<file path="config.mk">
export PLATFORM = sky130hd
export DESIGN_NAME = srlm_ctrl
export DESIGN_NICKNAME = d
export VERILOG_FILES = /design/src/rtl/core/srlm_pkg.sv /design/src/rtl/core/srlm_ctrl.sv
export SDC_FILE = /design/constraint.sdc
export NUM_CORES = 1
export LEC_CHECK = 0
export ABC_AREA = 1
export BUFFER_PORTS_ARGS = -buffer_cell sky130_fd_sc_hd__buf_2
export CAP_MARGIN = 20
export CELL_PAD_IN_SITES_DETAIL_PLACEMENT = 0
export CELL_PAD_IN_SITES_GLOBAL_PLACEMENT = 2
export CORE_MARGIN = 10
export CORE_UTILIZATION = 20
export DETAILED_ROUTE_END_ITERATION = 7
export HOLD_SLACK_MARGIN = 0.08
export PLACE_DENSITY = 0.84
export SETUP_SLACK_MARGIN = 0.2
export SYNTH_ARGS = -nofsm -noshare
export SYNTH_HDL_FRONTEND = slang
export SYNTH_SLANG_ARGS = --single-unit
</file>
<file path="constraint.sdc">
create_clock -name clk -period 1.65 [get_ports clk]
set_input_delay 0.2475 -clock clk [delete_from_list [all_inputs] [get_ports clk]]
set_output_delay 0.2475 -clock clk [all_outputs]
set_load 0.02 [all_outputs]
</file>
<file path="src/rtl/core/srlm_pkg.sv">
// Shared types, constants and helpers for the line matcher
package srlm_pkg;

	localparam int MAX_STATES = 64;
	localparam int MAX_LINE   = 1024;
	localparam int TAB_AW     = $clog2(MAX_STATES);
	localparam int CNT_W      = TAB_AW + 1;
	localparam int LINE_AW    = $clog2(MAX_LINE);
	localparam int LEN_W      = LINE_AW + 1;

	// entry types
	localparam logic [1:0] TY_CHAR  = 2'd0;
	localparam logic [1:0] TY_EOL   = 2'd1;
	localparam logic [1:0] TY_RANGE = 2'd2;
	localparam logic [1:0] TY_DOT   = 2'd3;

	// parser phases
	localparam logic [3:0] PH_START  = 4'd0;
	localparam logic [3:0] PH_NORMAL = 4'd1;
	localparam logic [3:0] PH_ESC    = 4'd2;
	localparam logic [3:0] PH_LO     = 4'd3;
	localparam logic [3:0] PH_SEP    = 4'd4;
	localparam logic [3:0] PH_HI     = 4'd5;
	localparam logic [3:0] PH_CLOSE  = 4'd6;
	localparam logic [3:0] PH_DOLLAR = 4'd7;
	localparam logic [3:0] PH_SKIP   = 4'd8;

	// compile status codes
	localparam logic [3:0] ER_NONE    = 4'd0;
	localparam logic [3:0] ER_CARET   = 4'd1;
	localparam logic [3:0] ER_DOLLAR  = 4'd2;
	localparam logic [3:0] ER_QUANT   = 4'd3;
	localparam logic [3:0] ER_RLO     = 4'd4;
	localparam logic [3:0] ER_RSEP    = 4'd5;
	localparam logic [3:0] ER_RHI     = 4'd6;
	localparam logic [3:0] ER_RORDER  = 4'd7;
	localparam logic [3:0] ER_BRACKET = 4'd8;
	localparam logic [3:0] ER_ESCAPE  = 4'd9;
	localparam logic [3:0] ER_LONG    = 4'd10;

	// special bytes
	localparam logic [7:0] CH_CARET  = 8'h5E;
	localparam logic [7:0] CH_DOLLAR = 8'h24;
	localparam logic [7:0] CH_QUEST  = 8'h3F;
	localparam logic [7:0] CH_STAR   = 8'h2A;
	localparam logic [7:0] CH_DOT    = 8'h2E;
	localparam logic [7:0] CH_LBR    = 8'h5B;
	localparam logic [7:0] CH_RBR    = 8'h5D;
	localparam logic [7:0] CH_DASH   = 8'h2D;
	localparam logic [7:0] CH_BSL    = 8'h5C;
	localparam logic [7:0] CH_NL     = 8'h0A;

	typedef struct packed {
		logic       rep;
		logic       opt;
		logic [1:0] ty;
		logic [7:0] hi;
		logic [7:0] lo;
	} ent_t;

	typedef struct packed {
		logic pat_acc;
		logic line_acc;
		logic out_pat;
		logic scan_start;
		logic scan_eval;
		logic out_line;
	} cmd_t;

	typedef struct packed {
		logic trivial;
		logic fin;
	} stat_t;

	// does one line byte satisfy one entry
	function automatic logic byte_fits(logic [7:0] c, ent_t e);
		logic r;
		unique case (e.ty)
			TY_CHAR:  r = (c == e.lo);
			TY_EOL:   r = (c == CH_NL);
			TY_RANGE: r = (c >= e.lo) && (c <= e.hi);
			default:  r = (c != CH_NL);
		endcase
		return r;
	endfunction

endpackage

</file>
<file path="src/rtl/core/srlm_ctrl.sv">
// Sequencing controller: request acceptance, scan steps, result hand-off
module srlm_ctrl (
	input  logic           clk,
	input  logic           arst_n,
	input  logic           in_valid,
	input  logic           in_kind,
	input  logic           in_last,
	output logic           in_ready,
	input  logic           out_ready,
	output logic           out_valid,
	input  srlm_pkg::stat_t stat,
	output srlm_pkg::cmd_t  cmd
);
	import srlm_pkg::*;

	localparam logic [2:0] ST_IDLE  = 3'd0;
	localparam logic [2:0] ST_START = 3'd1;
	localparam logic [2:0] ST_RD    = 3'd2;
	localparam logic [2:0] ST_EV    = 3'd3;
	localparam logic [2:0] ST_DONE  = 3'd4;

	logic [2:0] state_q;
	logic       out_valid_q;
	logic       out_free;
	logic       acc;

	// handshake
	assign out_free  = !out_valid_q || out_ready;
	assign in_ready  = (state_q == ST_IDLE) && out_free;
	assign acc       = in_valid && in_ready;
	assign out_valid = out_valid_q;

	// commands to the datapath
	always_comb begin
		cmd            = '0;
		cmd.pat_acc    = acc && !in_kind;
		cmd.line_acc   = acc && in_kind;
		cmd.out_pat    = acc && !in_kind && in_last;
		cmd.scan_start = (state_q == ST_START);
		cmd.scan_eval  = (state_q == ST_EV);
		cmd.out_line   = (state_q == ST_DONE) && out_free;
	end

	// state register
	always_ff @(posedge clk or negedge arst_n) begin
		if (!arst_n) begin
			state_q <= ST_IDLE;
		end else begin
			unique case (state_q)
				ST_IDLE:  if (acc && in_kind && in_last) state_q <= ST_START;
				ST_START: state_q <= stat.trivial ? ST_DONE : ST_RD;
				ST_RD:    state_q <= ST_EV;
				ST_EV:    state_q <= stat.fin ? ST_DONE : ST_RD;
				ST_DONE:  if (out_free) state_q <= ST_IDLE;
				default:  state_q <= ST_IDLE;
			endcase
		end
	end

	// result valid flag
	always_ff @(posedge clk or negedge arst_n) begin
		if (!arst_n) begin
			out_valid_q <= 1'b0;
		end else if (cmd.out_pat || cmd.out_line) begin
			out_valid_q <= 1'b1;
		end else if (out_ready) begin
			out_valid_q <= 1'b0;
		end
	end
endmodule

</file>
## Word level (Yosys, flattened, before mapping)

Index checks and enable logic that the tools add are counted.

- Eq/ne operators: 6
- Mux-type cells: 7
- Reductions and logical operators: 14

Operators by type and width:

| operator | number |
|---|---|
| case mux 3 bit (5 select lines) | 1 |
| two-way mux 3 bit | 4 |
| logical AND 1 bit | 7 |
| equality test 3 x 2 -> 1 bit, second input constant | 2 |
| equality test 3 x 1 -> 1 bit, second input constant | 1 |
| equality test 3 bit, second input constant | 1 |
| zero test 3 bit | 1 |
| zero test 1 bit | 2 |
| logical OR 1 bit | 2 |
| two-way mux 1 bit | 2 |
| != test 2 x 1 -> 1 bit, second input constant | 1 |
| != test 2 bit, second input constant | 1 |
| AND reduction 2 bit | 1 |
| nonzero test 2 bit | 1 |

- Register bits after elaboration: 4
- Input port bits: 8

## Depth between registers and ports, before layout

Gate-level depths: netlist (run 1).

- Word-level depth: 8
- Mapped depth: 8

## Least setup slack after synthesis (run 1)

Ideal clock, no wire load.

- Path type: flip-flop to output port
- From: register out_valid_q (netlist: out_valid)
- To: output cmd[3] in the netlist's numbering
- Arrival time: 1.325 ns
- Slack: 0.078 ns
- Cell stages (with the launch flop): 8
- Cell sequence: dfrtp_1 -> nand2_2 -> inv_1 -> nor2_4 -> nand2_2 -> nor2_4 -> nand2_2 -> inv_1

RTL lines:

| what | line | RTL |
|---|---|---|
| start, declared | srlm_ctrl.sv:23 | `logic out_valid_q;` |
| start signal, assigned | srlm_ctrl.sv:63 | `out_valid_q <= 1'b0;` |
| start signal, assigned | srlm_ctrl.sv:65 | `out_valid_q <= 1'b1;` |
| start signal, assigned | srlm_ctrl.sv:67 | `out_valid_q <= 1'b0;` |
| end, declared | srlm_ctrl.sv:12 | `output srlm_pkg::cmd_t cmd` |

==> results.md, run 1 <==
- Synth-to-layout area growth: 102%
- R2R Setup Slk: 0.11 ns
- Util after Layout: 42.5%
- Worst Setup Path Type: register to output port
- Via count: 352
- CTS sink count: 4
- DRC errors left: 0
- RePlAce Congestion: 0.759
- Top cell type's share of synthesized area: 37.0%
- Dominant cell type by area after synthesis: dfrtp_1
- Hpwl dp: 588 um
- HP Start: stat[1]
- Final period utilization: 96.0%
- Worst-path clk slew: 0.04 ns
- Pre-CTS setup slack: 0.229 ns
- DIE AREA: 3220 um^2
- Synth cell count leaders: inv_1 (11), dfrtp_1 (4), nand2_2 (4), nand3_1 (3), nor2_1 (3)
- Die extent in y: 56.8 um
- Initial cell density of the core: 21.0%
- Worst r2r dst: state_q[0]$_DFFE_PN0P_
- Worst hold path class: input port to register
- Vias in the first global route: 359
- Clock latency on the worst-skew pair: 0.24 ns
- Synth Register Bits: 4
- F_max: 0.632 GHz
- Post-route ant nets: 0
- Register area: 101 um^2
- EDFF count, synth: 0
- CP arrival: 1.34 ns
- DP Cell Count: 65
- Max_slew headroom: 86.8%
- Cts bufs inserted: 3
- Syn nets: 43
- CTS Buffer Depth: 2
- Avg Cell Area, Syn: 7.72 um^2
- CP max FO: 3
- Die X: 56.8 um
- Sequential share of the synthesized area: 37.0%
- Leakage: 0.320 nW
- Final setup viols: 0
- Synthesized cell area: 270 um^2
- Clk_skew: 0.00553 ns
- Share of layout cells above drive strength 1: 64.7%
- Pwr/cell area: 2120 nW/um^2
- Core area: 1280 um^2
- Root Driver: clkbuf_4
- # rows: 13
- IO buf count: 15
- Multi-input gate area: 134 um^2
- Required time of the critical path: 1.40 ns
- Synth area leaders: dfrtp_1 (37%), inv_1 (15%), nand2_2 (9.3%)
- Initial antenna violation count: 1
- Worst-Margin Slew: 0.195 ns
- Drt first pass iters: 2
- Total global routing overflow: 0
- Pin count of the biggest net entering global routing: 6
- Routed len/inst: 10.4 um
- Total GRT Usage: 5.23%
- Synth cell types: 14
- CTS tree: done
- Count of non-filler cells in the finished layout: 84
- Worst R2R Path Depth: 12
- Ys async rst share: 100%
- Min-Delay Endpoint: state_q[1]$_DFFE_PN0P_
- Max-cap viol count: 0
- Top-count cell post-synth: inv_1
- Total Power: 1.16 mW
- Hold WS: 0.227 ns
- Post-detailed-routing wire length: 870 um
- Final worst path period need: 1.58 ns
- Nets@finish: 77
- Status: complete, no violations
- Reg-to-Reg Start: state_q[2]$_DFFE_PN0P_
- First-pass GRT wire length: 1350 um
- Max Slew Vio Count: 0
- Hold-critical path depth: 2
- # fillers: 128
- Setup crit start: state_q[2]$_DFFE_PN0P_
- Initial DRC Count: 2
- CP Launch Type: register
- RSZ-0062 raised after global routing: true
- Post-Syn Instances: 35
- Via-per-instance ratio: 4.19
- I/O pins: 16
- Final worst slack: 0.0667 ns
- VDD IR max: 790 uV
- Primary FF master, synth: dfrtp_1
- CTS HTree Levels: 1
- YS warnings: 0
- Hold Vio Cnt, Final: 0
- Worst Setup End Kind: output port
==> critical path, cell delays in order (launching register included) <==
cell and delay (ns):
dfrtp_1 0.39, nor2_2 0.15, nand2_2 0.09, nor2_4 0.09, nand2_2 0.07, nor2_4 0.09, nand2_2 0.07, inv_2 0.05
buf_6 0.10
==> cells by family after synthesis <==
group | synth area share, %
and+or+nand+nor | 36.6
DFF | 37.0
AOI/OAI and AO/OA | 11.1
buffers and inverters | 15.3
==> worst max path at each step <==
stage	end	depth (start not counted)
6_report	cmd[3]	8
5_1_grt	cmd[3]	8
4_1_cts	cmd[3]	8
3_5_place_dp	cmd[3]	8
3_3_place_gp	cmd[3]	8
2_1_floorplan	cmd[3]	7
==> timing repair <==
item	in CTS	in global routing
endpoints found under the hold margin	4	0
endpoints found under the setup margin	4	5
hold buffers	1	0
pin swaps	5	3
resized for setup	3	10
setup buffers	11	2
==> final cells by class <==
cell class	instances	share of cell area [%]
diodes	1	0.459
clock buffers	4	4.82
inverters	11	7.57
multi-input cells	20	24.5
flip-flops and latches	4	18.6
well taps	15	3.44
repair buffers	29	40.6
==> per-layer routing <==
metal	routed length [um]	vias up	share of wire, %	track usage, %
met2	491	10	56	9.87
met1	309	161	36	3.91
li1	-	177	-	-
met4	45	0	5.2	5.70
met3	24	4	2.8	1.35
met5	0	-	0	0
==> through the flow <==
step | cell area (um^2) | TNS, ns
after floorplan | 272 | 0
after global placement | 365 | 0
after detailed placement | 365 | 0
after CTS | 493 | 0
after global routing | 546 | -0.0276
final | 546 | 0
==> cells in the final DEF (no fill, tap or decap) <==
master,count
o221ai_1,1
dfrtp_1,3
nor2_1,3
buf_2,13
nor2_4,2
nor2_2,1
o21ai_0,1
dfrtp_2,1
a41oi_1,1
nor3_2,1
buf_6,9
nand2_1,1
diode_2,1
inv_2,3
buf_4,6
nand2_2,4
inv_1,8
nand3_1,3
o211ai_1,1
dlygate4sd3_1,1
clkbuf_4,3
clkbuf_1,1
nand3_2,1
==> registers in the layout, summed over array words and instances, names as in the netlist <==
register   count
state_q        3
out_valid      1
==> report_power, final <==
part	switching, mW	internal (mW)	leakage (nW)
registers	0.0338	0.147	0.0502
logic	0.375	0.466	0.255
clock network	0.0429	0.0909	0.0150
total	0.451	0.704	0.320
Note: power is estimated with default switching activity, not from simulation.
==> inputs of run 2 (changes only) <==
--- a/config.mk
+++ b/config.mk
@@ -7,14 +7,13 @@
 export LEC_CHECK = 0
 export ABC_AREA = 1
 export BUFFER_PORTS_ARGS = -buffer_cell sky130_fd_sc_hd__buf_2
-export CAP_MARGIN = 20
 export CELL_PAD_IN_SITES_DETAIL_PLACEMENT = 0
 export CELL_PAD_IN_SITES_GLOBAL_PLACEMENT = 2
 export CORE_MARGIN = 10
 export CORE_UTILIZATION = 20
 export DETAILED_ROUTE_END_ITERATION = 7
 export HOLD_SLACK_MARGIN = 0.08
-export PLACE_DENSITY = 0.84
+export PLACE_DENSITY_LB_ADDON = 0.1
 export SETUP_SLACK_MARGIN = 0.2
 export SYNTH_ARGS = -nofsm -noshare
 export SYNTH_HDL_FRONTEND = slang
==> run 2 against run 1 <==
Compared with the run above:
- final cell count fell by 13%
- clock power barely moved
- register-to-register slack improved by 0.32 ns
- sequential cell count did not move
- non-clock buffer count fell by 10
- via count fell by 16%
- combinational power fell by 44%
- total power fell by 31%
- count of clock-buffer cells in the layout did not move
- clock skew fell by 0.0036 ns
- setup slack improved by 0.0056 ns
- utilization fell by 8.8 points
- critical endpoint unchanged
- largest cell class is now multi-input gates
==> results.md, run 2 (synthesis results as in run 1) <==
- Status: complete, no violations
- DP Cell Count: 65
- Hold Vio Cnt, Final: 0
- Pin count of the biggest net entering global routing: 6
- Worst Setup End Kind: output port
- IO buf count: 15
- Post-detailed-routing wire length: 752 um
- DIE AREA: 3220 um^2
- Total GRT Usage: 4.98%
- Max-cap viol count: 0
- Max_slew headroom: 86.7%
- Initial cell density of the core: 21.0%
- Initial antenna violation count: 0
- Worst hold path class: input port to register
- Vias in the first global route: 300
- CP arrival: 1.33 ns
- VDD IR max: 672 uV
- Die extent in y: 56.8 um
- Pwr/cell area: 1840 nW/um^2
- Worst-path clk slew: 0.04 ns
- Die X: 56.8 um
- Most frequent cells in the layout: buf_2 (13), inv_1 (9), nand2_2 (4), buf_4 (4)
- CTS HTree Levels: 1
- Synth-to-layout area growth: 60.2%
- Via count: 297
- Root Driver: clkbuf_4
- Hold-critical path depth: 2
- CP max FO: 3
- Routed len/inst: 10.3 um
- Fin Setup TNS: 0 ns
- Via-per-instance ratio: 4.07
- CTS Buffer Depth: 2
- CTS sink count: 4
- Antenna diodes: 0
- Post-route ant nets: 0
- HP Start: stat[1]
- Most common cell after layout, fill and taps aside: buf_2
- Register area: 101 um^2
- First-pass GRT wire length: 1210 um
- Hpwl dp: 642 um
- # fillers: 148
- Nets@finish: 67
- F_max: 0.634 GHz
- Worst-Margin Slew: 0.199 ns
- Cts bufs inserted: 3
- Final period utilization: 95.6%
- DRC errors left: 0
- Worst Setup Path Type: register to output port
- Setup crit start: state_q[2]$_DFFE_PN0P_
- Clk_skew: 0.00191 ns
- Clock latency on the worst-skew pair: 0.24 ns
- CTS tree: done
- I/O pins: 16
- Drt first pass iters: 4
- Max FFs per register: 3
- Initial DRC Count: 5
- Count of non-filler cells in the finished layout: 73
- Share of layout cells above drive strength 1: 55.2%
- Register with the most flip-flops: state_q
- Final setup viols: 0
- CP Launch Type: register
- Total global routing overflow: 0
- RePlAce Congestion: 0.685
- Core area: 1280 um^2
- Leakage: 0.261 nW
- # rows: 13
- Max Slew Vio Count: 0
- Required time of the critical path: 1.40 ns
- Multi-input gate area: 129 um^2
- Worst R2R Path Depth: 6
- RSZ-0062 raised after global routing: true
- Reg-to-Reg Start: state_q[2]$_DFFE_PN0P_
- Final worst path period need: 1.58 ns
==> run 2: cell type report <==
| type | instances | area share, % |
|---|---|---|
| sequential | 4 | 23.4 |
| inverter | 11 | 9.54 |
| clock buffer | 4 | 6.07 |
| timing repair buffer | 19 | 26.9 |
| multi-input combinational | 20 | 29.8 |
| tap | 15 | 4.34 |
==> run 2: critical path, stage by stage (launching register included) <==
cell     delay, ns
dfrtp_1       0.40
nor2_2        0.14
nand2_2       0.08
nor2_4        0.09
nand2_2       0.07
nor2_4        0.09
nand2_2       0.06
inv_2         0.05
buf_6         0.10
==> run 2: repair_timing <==
action / CTS / global route
setup endpoints to repair: 4 / 4
hold buffers: 1 / 0
resized for setup: 3 / 0
buffers inserted: 2 / 1
pin swaps: 6 / 1
hold endpoints to repair: 4 / 0
==> run 2: metrics by stage <==
stage / utilization [%] / total power [mW] / hold WS, ns / cell area, um^2 / setup WS, ns
final: 33.7 / 0.795 / 0.238 / 433 / 0.0723
after global routing: 33.7 / 0.861 / 0.244 / 433 / -0.0140
after CTS: 33.1 / 0.791 / 0.240 / 425 / 0.0421
after detailed placement: 28.4 / 0.619 / 0.0525 / 365 / 0.218
after global placement: 28.4 / 0.624 / 0.0565 / 365 / 0.215
after floorplan: - / 0.494 / -0.0481 / 272 / 0.164
==> run 2: worst paths after layout <==
check                                    endpoint  slack, ns
setup / recovery                           cmd[3]       0.07
hold / removal             state_q[1]$_DFFE_PN0P_       0.24
setup reg to reg           state_q[0]$_DFFE_PN0P_       0.43
hold reg to reg             out_valid$_DFFE_PN0P_       0.57
max in group asynchronous   out_valid$_DFFE_PN0P_       1.18
min in group asynchronous  state_q[2]$_DFFE_PN0P_       0.34
==> run 2: metal layers <==
| layer | share of wire (%) | track usage, % | vias to the layer above |
|---|---|---|---|
| li1 | - | - | 154 |
| met1 | 44 | 5.17 | 129 |
| met2 | 46 | 6.58 | 12 |
| met3 | 5.9 | 2.25 | 2 |
| met4 | 3.1 | 6.04 | 0 |
| met5 | 0 | 0 | - |
==> run 2: power breakdown <==
part	internal, mW	switching [mW]	total, mW
logic	0.193	0.281	0.475
clock network	0.0910	0.0441	0.135
registers	0.147	0.0391	0.186
total	0.431	0.364	0.795
==> inputs of run 3 (changes only) <==
--- a/config.mk
+++ b/config.mk
@@ -13,7 +13,7 @@
 export CORE_UTILIZATION = 20
 export DETAILED_ROUTE_END_ITERATION = 7
 export HOLD_SLACK_MARGIN = 0.08
-export PLACE_DENSITY_LB_ADDON = 0.1
+export PLACE_DENSITY_LB_ADDON = 0.3
 export SETUP_SLACK_MARGIN = 0.2
 export SYNTH_ARGS = -nofsm -noshare
 export SYNTH_HDL_FRONTEND = slang
==> run 3 against run 2 <==
Compared with the run above:
- final area up 11%
- setup slack lost 0.025 ns
- clock power is essentially flat
- critical path depth stayed put
- total power up 15%
- final cell count rose by 4.1%
- critical path type unchanged
- critical endpoint unchanged
- largest power group unchanged
- highest routed layer unchanged
==> results.md, run 3 (synthesis results as in run 1) <==
- Status: complete, no violations
- Worst Setup End Kind: output port
- Clk_skew: 0.00372 ns
- Worst r2r dst: out_valid$_DFFE_PN0P_
- Hold WS: 0.222 ns
- Root Driver: clkbuf_4
- Routed len/inst: 10.4 um
- Vias in the first global route: 317
- CP arrival: 1.36 ns
- Max FFs per register: 3
- Most frequent cells in the layout: buf_2 (11), inv_1 (8), buf_4 (7)
- Antenna diodes: 0
- First-pass GRT wire length: 1330 um
- Setup crit start: state_q[2]$_DFFE_PN0P_
- Final period utilization: 97.2%
- Post-detailed-routing wire length: 794 um
- Worst-path clk slew: 0.04 ns
- F_max: 0.624 GHz
- Via count: 315
- Initial cell density of the core: 21.0%
- RSZ-0062 raised after global routing: true
- Nets@finish: 70
- Synth-to-layout area growth: 77.8%
- RePlAce Congestion: 0.705
- Max Slew Vio Count: 0
- Final worst path period need: 1.60 ns
- Leakage: 0.284 nW
- Total global routing overflow: 0
- Post-route ant nets: 0
- Core area: 1280 um^2
- Clock latency on the worst-skew pair: 0.23 ns
- Die extent in y: 56.8 um
- CTS sink count: 4
- Initial antenna violation count: 0
- Most common cell after layout, fill and taps aside: buf_2
- # rows: 13
- Hold Vio Cnt, Final: 0
- I/O pins: 16
- CTS tree: done
- CTS Buffer Depth: 2
- Hpwl dp: 630 um
- R2R Setup Slk: 0.44 ns
- Initial DRC Count: 3
- Via-per-instance ratio: 4.14
- Worst Setup EP: cmd[3]
- Total GRT Usage: 5.46%
- DIE AREA: 3220 um^2
- DRC errors left: 0
- Worst Setup Path Type: register to output port
- Share of layout cells above drive strength 1: 62.3%
- Pre-CTS setup slack: 0.209 ns
- Total Power: 0.912 mW
- Die X: 56.8 um
- Pwr/cell area: 1900 nW/um^2
- Drt first pass iters: 4
- Cts bufs inserted: 3
- Max_slew headroom: 89.3%
- Reg-to-Reg Start: state_q[2]$_DFFE_PN0P_
- Register with the most flip-flops: state_q
- IO buf count: 15
- Required time of the critical path: 1.40 ns
- CP Launch Type: register
- Final setup viols: 0
- Worst-Margin Slew: 0.159 ns
- Worst hold path class: input port to register
- CTS HTree Levels: 1
- CP max FO: 3
- Final worst slack: 0.0470 ns
- VDD IR max: 753 uV
- Worst R2R Path Depth: 8
- Pin count of the biggest net entering global routing: 6
- Max-cap viol count: 0
run 3: layout make-up:
cell class / instances / area [um^2]
Tap cell: 15 / 18.8
Timing Repair Buffer: 22 / 151
Multi-Input combinational cell: 20 / 141
Sequential cell: 4 / 101
Clock buffer: 4 / 26.3
Fill cell: 149 / 805
Inverter: 11 / 41.3
run 3: stage by stage:
stage | util, % | cell area, um^2 | cells | TNS [ns]
after floorplan | - | 272 | 35 | 0
after global placement | 28.4 | 365 | 65 | 0
after detailed placement | 28.4 | 365 | 65 | 0
after CTS | 33.7 | 433 | 73 | 0
after global routing | 37.4 | 480 | 76 | -0.0573
final | 37.4 | 480 | 76 | 0
run 3: metal layers:
layer	GRT usage, %	vias up	routed length [um]	part of all wire, %
met5	0	-	0	0
met3	2.70	2	79	9.9
met2	6.90	16	384	48
met4	8.05	0	27	3.4
li1	-	160	-	-
met1	5.28	137	303	38
run 3: what timing repair did:
item,in CTS,in global routing
hold buffers,1,0
setup buffers,3,3
gates resized for setup,3,8
endpoints found under the hold margin,4,0
endpoints found under the setup margin,4,5
pin swaps,6,2
run 3: how the worst min path moves through the flow:
| stage | cells past startpoint | to | startpoint | slack, ns |
|---|---|---|---|---|
| after CTS | 2 | state_q[1]$_DFFE_PN0P_ | stat[1] | 0.22 |
| final | 2 | state_q[1]$_DFFE_PN0P_ | stat[1] | 0.22 |
| after detailed placement | 1 | state_q[0]$_DFFE_PN0P_ | arst_n | 0.06 |
| after floorplan | 0 | out_valid$_DFFE_PN0P_ | arst_n | -0.05 |
| after global placement | 1 | state_q[0]$_DFFE_PN0P_ | arst_n | 0.05 |
| after global routing | 2 | state_q[1]$_DFFE_PN0P_ | stat[1] | 0.22 |
run 3: worst max-delay path, cell delays in order, from the launching register on:
cell	delay [ns]
dfrtp_1	0.41
nor2_2	0.15
nand2_2	0.08
nor2_4	0.11
nand2_4	0.07
nor2_4	0.08
nand2_2	0.06
inv_2	0.05
buf_6	0.10
run 3: report_power, final:
group          internal [mW]  switching, mW  leakage (nW)
combinational          0.276          0.314         0.219
sequential             0.147         0.0435        0.0502
clock                 0.0909         0.0417        0.0150
total                  0.514          0.399         0.284
